**src/rtl/core/pid_controller_clamped_defines.svh**
```systemverilog
// Assertion macros shared by the PID datapath files.
`ifndef PID_CONTROLLER_CLAMPED_DEFINES_SVH
`define PID_CONTROLLER_CLAMPED_DEFINES_SVH

// Same-cycle implication, disabled while reset is asserted.
`define PCC_ASSERT(label, clk, rst_n, ante, cons, msg) \
    label: assert property (@(posedge clk) disable iff (!rst_n) (ante) |-> (cons)) \
        else $error(msg);

// Next-cycle implication, disabled while reset is asserted.
`define PCC_ASSERT_NEXT(label, clk, rst_n, ante, cons, msg) \
    label: assert property (@(posedge clk) disable iff (!rst_n) (ante) |=> (cons)) \
        else $error(msg);

`endif

```
**src/rtl/core/pcc_pkg.sv**
```systemverilog
package pcc_pkg;

    // Field and register widths
    localparam int ERR_W      = 16;
    localparam int GAIN_W     = 32;
    localparam int TIME_W     = 16;
    localparam int RATE_W     = 24;
    localparam int ILIM_W     = 47;
    localparam int OLIM_W     = 39;
    localparam int INTEG_W    = 48;
    localparam int DRIVE_W    = 40;
    localparam int CFG_DATA_W = 47;
    localparam int CFG_IDX_W  = 3;

    // Internal widths
    localparam int DIFF_W  = ERR_W + 1;
    localparam int DERIV_W = 41;
    localparam int SUM_W   = INTEG_W + 1;
    localparam int ACC_W   = 67;

    // Serial multiplier: multiplicand a is loaded whole, multiplier b is consumed one bit
    // per cycle, lowest first, sign bit last.
    localparam int MUL_AW    = 48;
    localparam int MUL_BW    = 33;
    localparam int MUL_PW    = MUL_AW + MUL_BW;
    localparam int MUL_CNT_W = 6;

    // Product slices
    localparam int EDT_MSB   = 31;
    localparam int PTERM_MSB = 47;
    localparam int ITERM_MSB = 79;
    localparam int ITERM_LSB = 16;
    localparam int DTERM_MSB = 72;
    localparam int DTERM_LSB = 8;

    localparam logic [TIME_W-1:0] STEP_TIME_RST = 16'd655;
    localparam logic [RATE_W-1:0] STEP_RATE_RST = 24'd25600;

    localparam logic signed [ACC_W-1:0] INTEG_SAT_MAX =
        {{(ACC_W-INTEG_W+1){1'b0}}, {(INTEG_W-1){1'b1}}};
    localparam logic signed [ACC_W-1:0] DRIVE_SAT_MAX =
        {{(ACC_W-DRIVE_W+1){1'b0}}, {(DRIVE_W-1){1'b1}}};

    typedef enum logic [CFG_IDX_W-1:0] {
        CFG_GAIN_PROP   = 3'd0,
        CFG_GAIN_INTEG  = 3'd1,
        CFG_GAIN_DERIV  = 3'd2,
        CFG_STEP_TIME   = 3'd3,
        CFG_STEP_RATE   = 3'd4,
        CFG_INTEG_LIMIT = 3'd5,
        CFG_OUT_LIMIT   = 3'd6
    } cfg_reg_t;

    typedef enum logic [2:0] {
        S_IDLE,
        S_EDT,
        S_ICLAMP,
        S_DR,
        S_EKP,
        S_IKI,
        S_DKD,
        S_DONE
    } pcc_state_t;

    typedef struct packed {
        logic                      start;
        logic signed [MUL_AW-1:0]  a;
        logic signed [MUL_BW-1:0]  b;
    } mul_req_t;

    typedef struct packed {
        logic                      busy;
        logic                      done;
        logic signed [MUL_PW-1:0]  product;
    } mul_rsp_t;

endpackage

```
**src/rtl/core/pcc_serial_mult.sv**
```systemverilog
`include "pid_controller_clamped_defines.svh"

module pcc_serial_mult
    import pcc_pkg::*;
(
    input  logic     clk,
    input  logic     rst_n,
    input  mul_req_t req,
    output mul_rsp_t rsp
);

    logic signed [MUL_AW-1:0]    a_reg;
    logic signed [MUL_AW+1:0]    hi_reg;
    logic        [MUL_BW-1:0]    lo_reg;
    logic        [MUL_CNT_W-1:0] count_reg, count_next;
    logic                        busy_reg, busy_next;
    logic                        done_reg, done_next;

    logic                        last;
    logic signed [MUL_AW+1:0]    a_ext;
    logic signed [MUL_AW+1:0]    partial;
    logic signed [MUL_AW+1:0]    sum;

    assign last  = (count_reg == MUL_CNT_W'(MUL_BW - 1));
    assign a_ext = {{2{a_reg[MUL_AW-1]}}, a_reg};

    // The sign bit of b carries negative weight: subtract on the last step.
    always_comb
    begin
        if (!lo_reg[0])
        begin
            partial = '0;
        end
        else if (last)
        begin
            partial = -a_ext;
        end
        else
        begin
            partial = a_ext;
        end
        sum = hi_reg + partial;
    end

    always_comb
    begin
        done_next  = busy_reg && last;
        busy_next  = busy_reg && !last;
        count_next = count_reg + MUL_CNT_W'(1);
        if (req.start)
        begin
            busy_next  = 1'b1;
            count_next = '0;
        end
    end

    always_ff @(posedge clk or negedge rst_n)
    begin
        if (!rst_n)
        begin
            busy_reg  <= 1'b0;
            done_reg  <= 1'b0;
            count_reg <= '0;
        end
        else
        begin
            busy_reg  <= busy_next;
            done_reg  <= done_next;
            count_reg <= count_next;
        end
    end

    // Shift the partial product right one bit per step; product bits enter lo_reg
    // as multiplier bits leave it.
    always_ff @(posedge clk)
    begin
        if (req.start)
        begin
            a_reg  <= req.a;
            hi_reg <= '0;
            lo_reg <= req.b;
        end
        else if (busy_reg)
        begin
            hi_reg <= {sum[MUL_AW+1], sum[MUL_AW+1:1]};
            lo_reg <= {sum[0], lo_reg[MUL_BW-1:1]};
        end
    end

    assign rsp.busy    = busy_reg;
    assign rsp.done    = done_reg;
    assign rsp.product = {hi_reg[MUL_AW-1:0], lo_reg};

    `PCC_ASSERT_NEXT(a_mul_finish, clk, rst_n, busy_reg && last, done_reg && !busy_reg, "multiplier did not finish after last step")
    `PCC_ASSERT(a_mul_done_idle, clk, rst_n, done_reg, !busy_reg, "done raised while still busy")
    `PCC_ASSERT(a_mul_no_restart, clk, rst_n, req.start, !busy_reg, "multiply started while busy")

endmodule

```
**src/rtl/core/pcc_limit.sv**
```systemverilog
module pcc_limit
    import pcc_pkg::*;
(
    input  logic signed [ACC_W-1:0]  value,
    input  logic signed [ACC_W-1:0]  sat_max,
    input  logic        [ILIM_W-1:0] bound,
    output logic signed [ACC_W-1:0]  result,
    output logic                     clamped
);

    logic signed [ACC_W-1:0] bound_ext;
    logic signed [ACC_W-1:0] hi;
    logic signed [ACC_W-1:0] lo;

    // A nonzero bound never exceeds the word range, so it replaces saturation.
    always_comb
    begin
        bound_ext = {{(ACC_W-ILIM_W){1'b0}}, bound};
        if (bound != '0)
        begin
            hi = bound_ext;
            lo = -bound_ext;
        end
        else
        begin
            hi = sat_max;
            lo = ~sat_max;
        end

        priority if (value > hi)
        begin
            result  = hi;
            clamped = 1'b1;
        end
        else if (value < lo)
        begin
            result  = lo;
            clamped = 1'b1;
        end
        else
        begin
            result  = value;
            clamped = 1'b0;
        end
    end

endmodule

```
**src/rtl/core/pid_controller_clamped.sv**
```systemverilog
// Channel   Handshake              Word
// input     in_valid / in_ready    error_sample
// output    out_valid / out_ready  drive, integ_clamped, out_clamped
// config    cfg_we (no wait)       cfg_index, cfg_data
//
// One error word at a time runs through five products on a shared bit-serial
// multiplier; the output word is registered once all five are done, and the next
// word can be taken in the cycle after the output word is registered.
// Reset clears the integral, the previous error and all control; step time and
// step rate reset to their nominal values, gains and limits to zero.
// A result held by out_ready stalls only the final load; the previous result
// stays in the output register while the next word is computed.
`include "pid_controller_clamped_defines.svh"

module pid_controller_clamped
    import pcc_pkg::*;
(
    input  logic                      clk,
    input  logic                      rst_n,

    input  logic                      in_valid,
    output logic                      in_ready,
    input  logic signed [ERR_W-1:0]   error_sample,

    output logic                      out_valid,
    input  logic                      out_ready,
    output logic signed [DRIVE_W-1:0] drive,
    output logic                      integ_clamped,
    output logic                      out_clamped,

    input  logic                      cfg_we,
    input  logic [CFG_IDX_W-1:0]      cfg_index,
    input  logic [CFG_DATA_W-1:0]     cfg_data
);

    // Configuration registers
    logic signed [GAIN_W-1:0]  gain_prop_reg;
    logic signed [GAIN_W-1:0]  gain_integ_reg;
    logic signed [GAIN_W-1:0]  gain_deriv_reg;
    logic        [TIME_W-1:0]  step_time_reg;
    logic        [RATE_W-1:0]  step_rate_reg;
    logic        [ILIM_W-1:0]  integ_limit_reg;
    logic        [OLIM_W-1:0]  out_limit_reg;

    // Controller state
    pcc_state_t                state_reg, state_next;
    logic signed [INTEG_W-1:0] integ_sum_reg;
    logic signed [ERR_W-1:0]   last_error_reg;

    // Working registers
    logic signed [ERR_W-1:0]   e_reg;
    logic signed [SUM_W-1:0]   sum_reg;
    logic signed [DERIV_W-1:0] deriv_reg;
    logic signed [ACC_W-1:0]   yacc_reg;
    logic                      iclamp_reg;

    // Output word
    logic                      out_valid_reg;
    logic signed [DRIVE_W-1:0] drive_reg;
    logic                      integ_clamped_reg;
    logic                      out_clamped_reg;

    // Shared units
    mul_req_t                  mul_req;
    mul_rsp_t                  mul_rsp;
    logic signed [ACC_W-1:0]   lim_value;
    logic signed [ACC_W-1:0]   lim_max;
    logic        [ILIM_W-1:0]  lim_bound;
    logic signed [ACC_W-1:0]   lim_result;
    logic                      lim_clamped;

    logic signed [DIFF_W-1:0]  diff;
    logic                      out_load;

    pcc_serial_mult u_mult (
        .clk   (clk),
        .rst_n (rst_n),
        .req   (mul_req),
        .rsp   (mul_rsp)
    );

    pcc_limit u_limit (
        .value   (lim_value),
        .sat_max (lim_max),
        .bound   (lim_bound),
        .result  (lim_result),
        .clamped (lim_clamped)
    );

    assign diff = {e_reg[ERR_W-1], e_reg} - {last_error_reg[ERR_W-1], last_error_reg};

    // Register writes; unknown indexes drop silently.
    always_ff @(posedge clk or negedge rst_n)
    begin
        if (!rst_n)
        begin
            gain_prop_reg   <= '0;
            gain_integ_reg  <= '0;
            gain_deriv_reg  <= '0;
            step_time_reg   <= STEP_TIME_RST;
            step_rate_reg   <= STEP_RATE_RST;
            integ_limit_reg <= '0;
            out_limit_reg   <= '0;
        end
        else if (cfg_we)
        begin
            unique case (cfg_index)
                CFG_GAIN_PROP:   gain_prop_reg   <= cfg_data[GAIN_W-1:0];
                CFG_GAIN_INTEG:  gain_integ_reg  <= cfg_data[GAIN_W-1:0];
                CFG_GAIN_DERIV:  gain_deriv_reg  <= cfg_data[GAIN_W-1:0];
                CFG_STEP_TIME:   step_time_reg   <= cfg_data[TIME_W-1:0];
                CFG_STEP_RATE:   step_rate_reg   <= cfg_data[RATE_W-1:0];
                CFG_INTEG_LIMIT: integ_limit_reg <= cfg_data[ILIM_W-1:0];
                CFG_OUT_LIMIT:   out_limit_reg   <= cfg_data[OLIM_W-1:0];
                default:         ;
            endcase
        end
    end

    // Next state: each multiply state advances when its product is done.
    always_comb
    begin
        state_next = state_reg;
        unique case (state_reg)
            S_IDLE:
            begin
                if (in_valid)
                begin
                    state_next = S_EDT;
                end
            end
            S_EDT:
            begin
                if (mul_rsp.done)
                begin
                    state_next = S_ICLAMP;
                end
            end
            S_ICLAMP:
            begin
                state_next = S_DR;
            end
            S_DR:
            begin
                if (mul_rsp.done)
                begin
                    state_next = S_EKP;
                end
            end
            S_EKP:
            begin
                if (mul_rsp.done)
                begin
                    state_next = S_IKI;
                end
            end
            S_IKI:
            begin
                if (mul_rsp.done)
                begin
                    state_next = S_DKD;
                end
            end
            S_DKD:
            begin
                if (mul_rsp.done)
                begin
                    state_next = S_DONE;
                end
            end
            S_DONE:
            begin
                if (out_load)
                begin
                    state_next = S_IDLE;
                end
            end
            default:
            begin
                state_next = S_IDLE;
            end
        endcase
    end

    // Controller outputs: multiplier operands, limiter operands, handshakes.
    always_comb
    begin
        in_ready      = 1'b0;
        out_load      = 1'b0;
        mul_req.start = 1'b0;
        mul_req.a     = {{(MUL_AW-ERR_W){e_reg[ERR_W-1]}}, e_reg};
        mul_req.b     = {{(MUL_BW-GAIN_W){gain_prop_reg[GAIN_W-1]}}, gain_prop_reg};
        lim_value     = yacc_reg;
        lim_max       = DRIVE_SAT_MAX;
        lim_bound     = {{(ILIM_W-OLIM_W){1'b0}}, out_limit_reg};

        unique case (state_reg)
            S_IDLE:
            begin
                // e * dt
                in_ready      = 1'b1;
                mul_req.start = in_valid;
                mul_req.a     = {{(MUL_AW-ERR_W){error_sample[ERR_W-1]}}, error_sample};
                mul_req.b     = {{(MUL_BW-TIME_W){1'b0}}, step_time_reg};
            end
            S_ICLAMP:
            begin
                // (e - last e) * rate; limit the new integral meanwhile
                mul_req.start = 1'b1;
                mul_req.a     = {{(MUL_AW-DIFF_W){diff[DIFF_W-1]}}, diff};
                mul_req.b     = {{(MUL_BW-RATE_W){1'b0}}, step_rate_reg};
                lim_value     = {{(ACC_W-SUM_W){sum_reg[SUM_W-1]}}, sum_reg};
                lim_max       = INTEG_SAT_MAX;
                lim_bound     = integ_limit_reg;
            end
            S_DR:
            begin
                // e * kp
                mul_req.start = mul_rsp.done;
            end
            S_EKP:
            begin
                // I * ki
                mul_req.start = mul_rsp.done;
                mul_req.a     = integ_sum_reg;
                mul_req.b     = {{(MUL_BW-GAIN_W){gain_integ_reg[GAIN_W-1]}}, gain_integ_reg};
            end
            S_IKI:
            begin
                // D * kd
                mul_req.start = mul_rsp.done;
                mul_req.a     = {{(MUL_AW-DERIV_W){deriv_reg[DERIV_W-1]}}, deriv_reg};
                mul_req.b     = {{(MUL_BW-GAIN_W){gain_deriv_reg[GAIN_W-1]}}, gain_deriv_reg};
            end
            S_DONE:
            begin
                out_load = !out_valid_reg || out_ready;
            end
            default:
            begin
                mul_req.start = 1'b0;
            end
        endcase
    end

    always_ff @(posedge clk or negedge rst_n)
    begin
        if (!rst_n)
        begin
            state_reg      <= S_IDLE;
            integ_sum_reg  <= '0;
            last_error_reg <= '0;
            out_valid_reg  <= 1'b0;
        end
        else
        begin
            state_reg <= state_next;
            if (state_reg == S_ICLAMP)
            begin
                integ_sum_reg  <= lim_result[INTEG_W-1:0];
                last_error_reg <= e_reg;
            end
            if (out_load)
            begin
                out_valid_reg <= 1'b1;
            end
            else if (out_ready)
            begin
                out_valid_reg <= 1'b0;
            end
        end
    end

    // Datapath: fold each finished product into its destination.
    always_ff @(posedge clk)
    begin
        if (in_valid && in_ready)
        begin
            e_reg <= error_sample;
        end
        if (mul_rsp.done)
        begin
            unique case (state_reg)
                S_EDT:
                begin
                    sum_reg <= {integ_sum_reg[INTEG_W-1], integ_sum_reg}
                             + {{(SUM_W-EDT_MSB-1){mul_rsp.product[EDT_MSB]}},
                                mul_rsp.product[EDT_MSB:0]};
                end
                S_DR:
                begin
                    deriv_reg <= mul_rsp.product[DERIV_W-1:0];
                end
                S_EKP:
                begin
                    yacc_reg <= {{(ACC_W-PTERM_MSB-1){mul_rsp.product[PTERM_MSB]}},
                                 mul_rsp.product[PTERM_MSB:0]};
                end
                S_IKI:
                begin
                    // floor(I * ki / 2^16) by dropping the low product bits
                    yacc_reg <= yacc_reg
                              + {{(ACC_W-ITERM_MSB+ITERM_LSB-1){mul_rsp.product[ITERM_MSB]}},
                                 mul_rsp.product[ITERM_MSB:ITERM_LSB]};
                end
                S_DKD:
                begin
                    // floor(D * kd / 2^8)
                    yacc_reg <= yacc_reg
                              + {{(ACC_W-DTERM_MSB+DTERM_LSB-1){mul_rsp.product[DTERM_MSB]}},
                                 mul_rsp.product[DTERM_MSB:DTERM_LSB]};
                end
                default:
                begin
                    yacc_reg <= yacc_reg;
                end
            endcase
        end
        if (state_reg == S_ICLAMP)
        begin
            iclamp_reg <= lim_clamped;
        end
        if (out_load)
        begin
            drive_reg         <= lim_result[DRIVE_W-1:0];
            out_clamped_reg   <= lim_clamped;
            integ_clamped_reg <= iclamp_reg;
        end
    end

    assign out_valid     = out_valid_reg;
    assign drive         = drive_reg;
    assign integ_clamped = integ_clamped_reg;
    assign out_clamped   = out_clamped_reg;

    `PCC_ASSERT_NEXT(a_accept_starts, clk, rst_n, in_valid && in_ready, state_reg == S_EDT && mul_rsp.busy, "accepted word did not start a multiply")
    `PCC_ASSERT(a_done_in_wait, clk, rst_n, mul_rsp.done, state_reg == S_EDT || state_reg == S_DR || state_reg == S_EKP || state_reg == S_IKI || state_reg == S_DKD, "product finished outside a multiply state")
    `PCC_ASSERT_NEXT(a_result_posted, clk, rst_n, out_load, out_valid_reg && state_reg == S_IDLE, "result load did not post a word")

endmodule
```
**config.mk**
```make
export PLATFORM = sky130hd
export DESIGN_NAME = pid_controller_clamped
export DESIGN_NICKNAME = d
export VERILOG_FILES = /design/src/rtl/core/pcc_pkg.sv /design/src/rtl/core/pcc_serial_mult.sv /design/src/rtl/core/pcc_limit.sv /design/src/rtl/core/pid_controller_clamped.sv
export VERILOG_INCLUDE_DIRS = /design/src /design/src/rtl/core
export SDC_FILE = /design/constraint.sdc
export NUM_CORES = 2
export LEC_CHECK = 0
export ABC_AREA = 1
export BUFFER_PORTS_ARGS = -buffer_cell sky130_fd_sc_hd__buf_2
export CELL_PAD_IN_SITES_DETAIL_PLACEMENT = 1
export CELL_PAD_IN_SITES_GLOBAL_PLACEMENT = 2
export CORE_MARGIN = 2
export CORE_UTILIZATION = 42
export CTS_BUF_LIST = sky130_fd_sc_hd__clkbuf_4 sky130_fd_sc_hd__clkbuf_8
export DETAILED_ROUTE_END_ITERATION = 12
export PLACE_DENSITY_LB_ADDON = 0.1
export SLEW_MARGIN = 40
export SYNTH_ARGS = -nofsm -noshare
export SYNTH_HDL_FRONTEND = slang
export SYNTH_SLANG_ARGS = --single-unit
```
**constraint.sdc**
```tcl
create_clock -name clk -period 12.9 [get_ports clk]
set_clock_uncertainty 0.1 [all_clocks]
set_input_delay 0.645 -clock clk [delete_from_list [all_inputs] [get_ports clk]]
set_output_delay 0.645 -clock clk [all_outputs]
set_load 0.02 [all_outputs]
```
==> Flow_metrics.wiki <==
{| class="wikitable"
! Metric !! Value
|-
| Worst hold start || cfg_data[26]
|-
| Total congestion overflow || 0
|-
| Path class of the lowest-slack min-delay path || input port to flip-flop
|-
| Fin crit period || 8.42 ns
|-
| HPWL after DPL || 150000 um
|-
| Number of antenna violations at the first check in global routing || 3
|-
| Switching power || 7.07 mW
|-
| Largest cells by area after synthesis || edfxtp_1 19%, dfrtp_1 16%, nand2_1 12%, ha_1 8.0%, o21ai_0 7.2%
|-
| Max incr delay on CP || 0.78 ns
|-
| WL per Instance || 24.7 um
|-
| Post-route clock period utilization || 65.3%
|-
| Wire length of the first global-routing pass || 287000 um
|-
| Pin count of the biggest net entering global routing || 110
|-
| Buffers added on ports || 114
|-
| Vias per Instance || 5.66
|-
| Fin nets || 6598
|-
| Type of destination of the critical path || flip-flop
|-
| Primary FF master, synth || edfxtp_1
|-
| Number of distinct library cells after synthesis || 74
|-
| Slowest cell on the critical path || clkinv_2
|-
| Number of violations of the max-capacitance limit || 0
|-
| Number of iterations in the first detailed-routing pass || 5
|-
| Transition time at the pin with the least slew margin || 0.891 ns
|-
| Cells after Synth || 6113
|-
| Die H || 335 um
|-
| Worst Setup Start Kind || flip-flop
|-
| Synthesis-stage register bit count || 644
|-
| Share of power burned in the clock network || 16.6%
|-
| Delay-heaviest family, CP || simple AND/OR/NAND/NOR gates
|-
| Post-synthesis cell type with the largest combined area || edfxtp_1
|-
| H-tree lvl count || 3
|-
| FF-to-FF setup slack || 4.48 ns
|-
| Filler instances || 13600
|-
| Share of cells above drive strength 1 || 9.53%
|-
| Total area of multi-input combinational cells || 24500 um^2
|-
| Buffer and inverter count on the worst path || 5
|-
| Cts bufs inserted || 120
|-
| Clock sink total || 644
|-
| IO Pins || 115
|-
| Critical Path RT || 13.34 ns
|-
| DIE AREA || 112000 um^2
|-
| Die extent in x || 335 um
|-
| Resize count post-CTS || 0
|-
| Vias in the first global route || 44600
|-
| Sequential Power Share || 26.3%
|-
| Remaining max-slew budget at the tightest pin || 40.0%
|-
| Max rail drop VDD || 0.111 mV
|-
| Logic gate share of total power || 57.1%
|-
| Maximum buffer depth of the clock tree || 3
|-
| Post-synth design cell area || 45900 um^2
|-
| Net switching fraction of the power || 52.1%
|-
| Crit path from || state_reg[2]
|-
| Setup-violating endpoint count in the final report || 0
|-
| Worst reg2reg path depth || 23
|-
| Total wirelength of the detailed-routed design || 192000 um
|-
| Cell Int Power || 6.51 mW
|-
| Pwr Density || 268 nW/um^2
|-
| Remaining antenna violation count after routing || 0
|-
| RSZ-0062 raised after global routing || no
|-
| Total number of yosys warnings || 0
|-
| Area of the core || 109000 um^2
|-
| Status || finished, final reports clean
|-
| Row cnt || 121
|-
| R2r endpoint || drive[39]
|-
| Crit path DAT || 8.86 ns
|-
| Largest driver fanout on the critical path || 71
|-
| Clock root cell || clkbuf_8
|-
| Post-synth top area share || 19.4%
|-
| DRC viols || 0
|-
| Starting density of the core || 42.3%
|-
| Setup WS post-layout || 4.48 ns
|-
| Placement-stage worst setup slack || 4.87 ns
|-
| Number of flip-flops under the largest register name || 67
|-
| Number of vias in the routed layout || 43800
|-
| Async set-or-reset flop fraction in the synthesized netlist || 46.3%
|-
| Critical path class || flip-flop to flip-flop
|-
| End of the worst hold path || gain_deriv_reg[26]
|-
| Lkg Pwr || 23.7 nW
|-
| Cell depth of the worst hold path || 3
|-
| CTS tree || done
|-
| Cells along the critical path || nor2_8, nand2_8, inv_6, buf_4, nand2_1, inv_1, nor2_1, nand2_1, nor2_4, nand3_4, inv_1, o21ai_0, ha_1, a21oi_1, nor2_1, nor4_1, o21ai_0, nor2_1, nand3_1, nand2_4, clkinv_2, o21ai_0, nand3_2
|-
| Sum of negative setup slack || 0 ns
|-
| Proportion of synthesized chip area in sequential cells || 37.9%
|-
| Number of design-rule violations left by the first detailed-router iteration || 3354
|-
| Reg2Reg Launch Point || state_reg[2]
|-
| Number of max-slew violations in the final report || 0
|-
| Final weighted congestion in routability-driven placement || 0.995
|-
| Global Route Usage Sum || 34.0%
|-
| Clk slew on worst S/H paths || 0.07 ns
|-
| Avg Inst Size Synth || 7.51 um^2
|-
| Final-layout worst hold slack || 0.0704 ns
|-
| Sequential cell area in the final layout || 17400 um^2
|-
| Number of synthesized flops with an enable pin || 297
|-
| Clk_lat worst skew || 0.88 ns
|-
| Final hold violation count || 0
|-
| Signed area change from the synthesized netlist to the final layout || 10.5%
|-
| F_max || 0.119 GHz
|}
-- layout make-up --
class                   count  share of cell area [%]
well taps                1414                    3.49
clock buffers             187                    4.61
repair buffers            197                    2.63
clock inverters            37                   0.758
flip-flops and latches    644                    34.3
inverters                 782                    5.80
multi-input cells        4483                    48.4
diodes                      6                  0.0296
-- cells in the mapped netlist, types with 10 or more instances --
master and number:
nand2_1 1512, inv_1 776, o21ai_0 660, nor2_1 495
a21oi_1 428, edfxtp_1 297, ha_1 295, dfrtp_1 289
nand3_1 173, clkbuf_1 143, nand4_1 133, xor2_1 90
a31oi_1 80, nor3_1 72, nand3_2 64, xnor2_1 60
dfxtp_1 49, o21a_1 41, or2_2 35, nand2_2 34
nand3b_1 34, a221oi_1 33, nor4_1 29, buf_6 23
o211ai_1 22, o21bai_1 16, a21o_1 15, buf_4 14
nor2_2 14, a21boi_0 13, buf_1 11, nand2_4 11
and3_1 10
-- power groups by stage --
stage	Sequential, mW	Clock, mW	Combinational, mW
finish	3.58	2.25	7.76
global route	3.61	2.37	8.56
CTS	3.57	2.29	7.66
detailed placement	3.61	0	7.61
global placement	3.60	0	7.45
floorplan	3.27	0	5.18
-- per-stage QoR --
step / util (%) / instance area, um^2 / cells / total power [mW]
final: 46.7 / 50700 / 7750 / 13.6
after global routing: 46.7 / 50700 / 7746 / 14.5
after CTS: 46.6 / 50600 / 7742 / 13.5
after detailed placement: 43.8 / 47600 / 7485 / 11.2
after global placement: 43.8 / 47500 / 7485 / 11.1
after floorplan: - / 45900 / 6121 / 8.46
-- worst register-to-register path, stage by stage, from the launching register on --
cell	delay, ns
dfrtp_1	0.53
nor2_8	0.54
nand2_8	0.50
inv_6	0.49
buf_4	0.72
nand2_1	0.18
inv_1	0.31
nor2_1	0.14
nand2_1	0.14
nor2_4	0.06
nand3_4	0.49
inv_1	0.58
o21ai_0	0.37
ha_1	0.30
a21oi_1	0.13
nor2_1	0.05
nor4_1	0.34
o21ai_0	0.13
nor2_1	0.10
nand3_1	0.12
nand2_4	0.50
clkinv_2	0.81
o21ai_0	0.34
nand3_2	0.11
-- how the worst max path moves through the flow --
stage	depth (start not counted)	slack (ns)	to
after floorplan	4	7.93	sum_reg[0]
after global placement	25	5.00	integ_sum_reg[4]
after detailed placement	25	4.87	integ_sum_reg[4]
after CTS	25	4.81	integ_sum_reg[7]
after global routing	27	3.91	integ_sum_reg[39]
final	23	4.48	drive[39]
-- layer usage --
layer / routed length, um / track usage (%) / vias up
met3: 9990 / 5.17 / 313
met4: 7080 / 11.7 / 2
met5: 10 / 0 / -
met1: 84100 / 44.9 / 21600
li1: - / - / 20800
met2: 90500 / 56.6 / 1143
-- kinds of logic (layout without fill, tap and decap cells) --
logic type               Yosys count  count (layout)  synth area share, %
adder cells (fa/ha/maj)          299             299                 8.22
buffers and inverters            994            1203                 8.93
multiplexers                       7               7                0.172
other                              1              15              0.00817
AND/OR/NAND/NOR                 2638            2638                 25.4
XOR/XNOR                         150             150                 2.86
flip-flops                       644             644                 37.9
AO/OA/AOI/OAI                   1380            1380                 16.6
-- cells in the final DEF (no fill, tap or decap), types with 44 or more instances in the layout --
cell      instances
nand2_1        1504
inv_1           774
o21ai_0         657
nor2_1          489
a21oi_1         428
edfxtp_1        297
ha_1            295
dfrtp_1         288
nand3_1         173
clkbuf_8        149
nand4_1         133
buf_2           113
xor2_1           90
a31oi_1          79
nor3_1           69
nand3_2          64
xnor2_1          60
dfxtp_1          49
buf_4            44
-- what timing repair did --
item	4_1_cts	5_1_grt
buffers inserted	0	0
hold buffers	33	0
hold endpoints to repair	146	0
(Power assumes the default switching activity.)
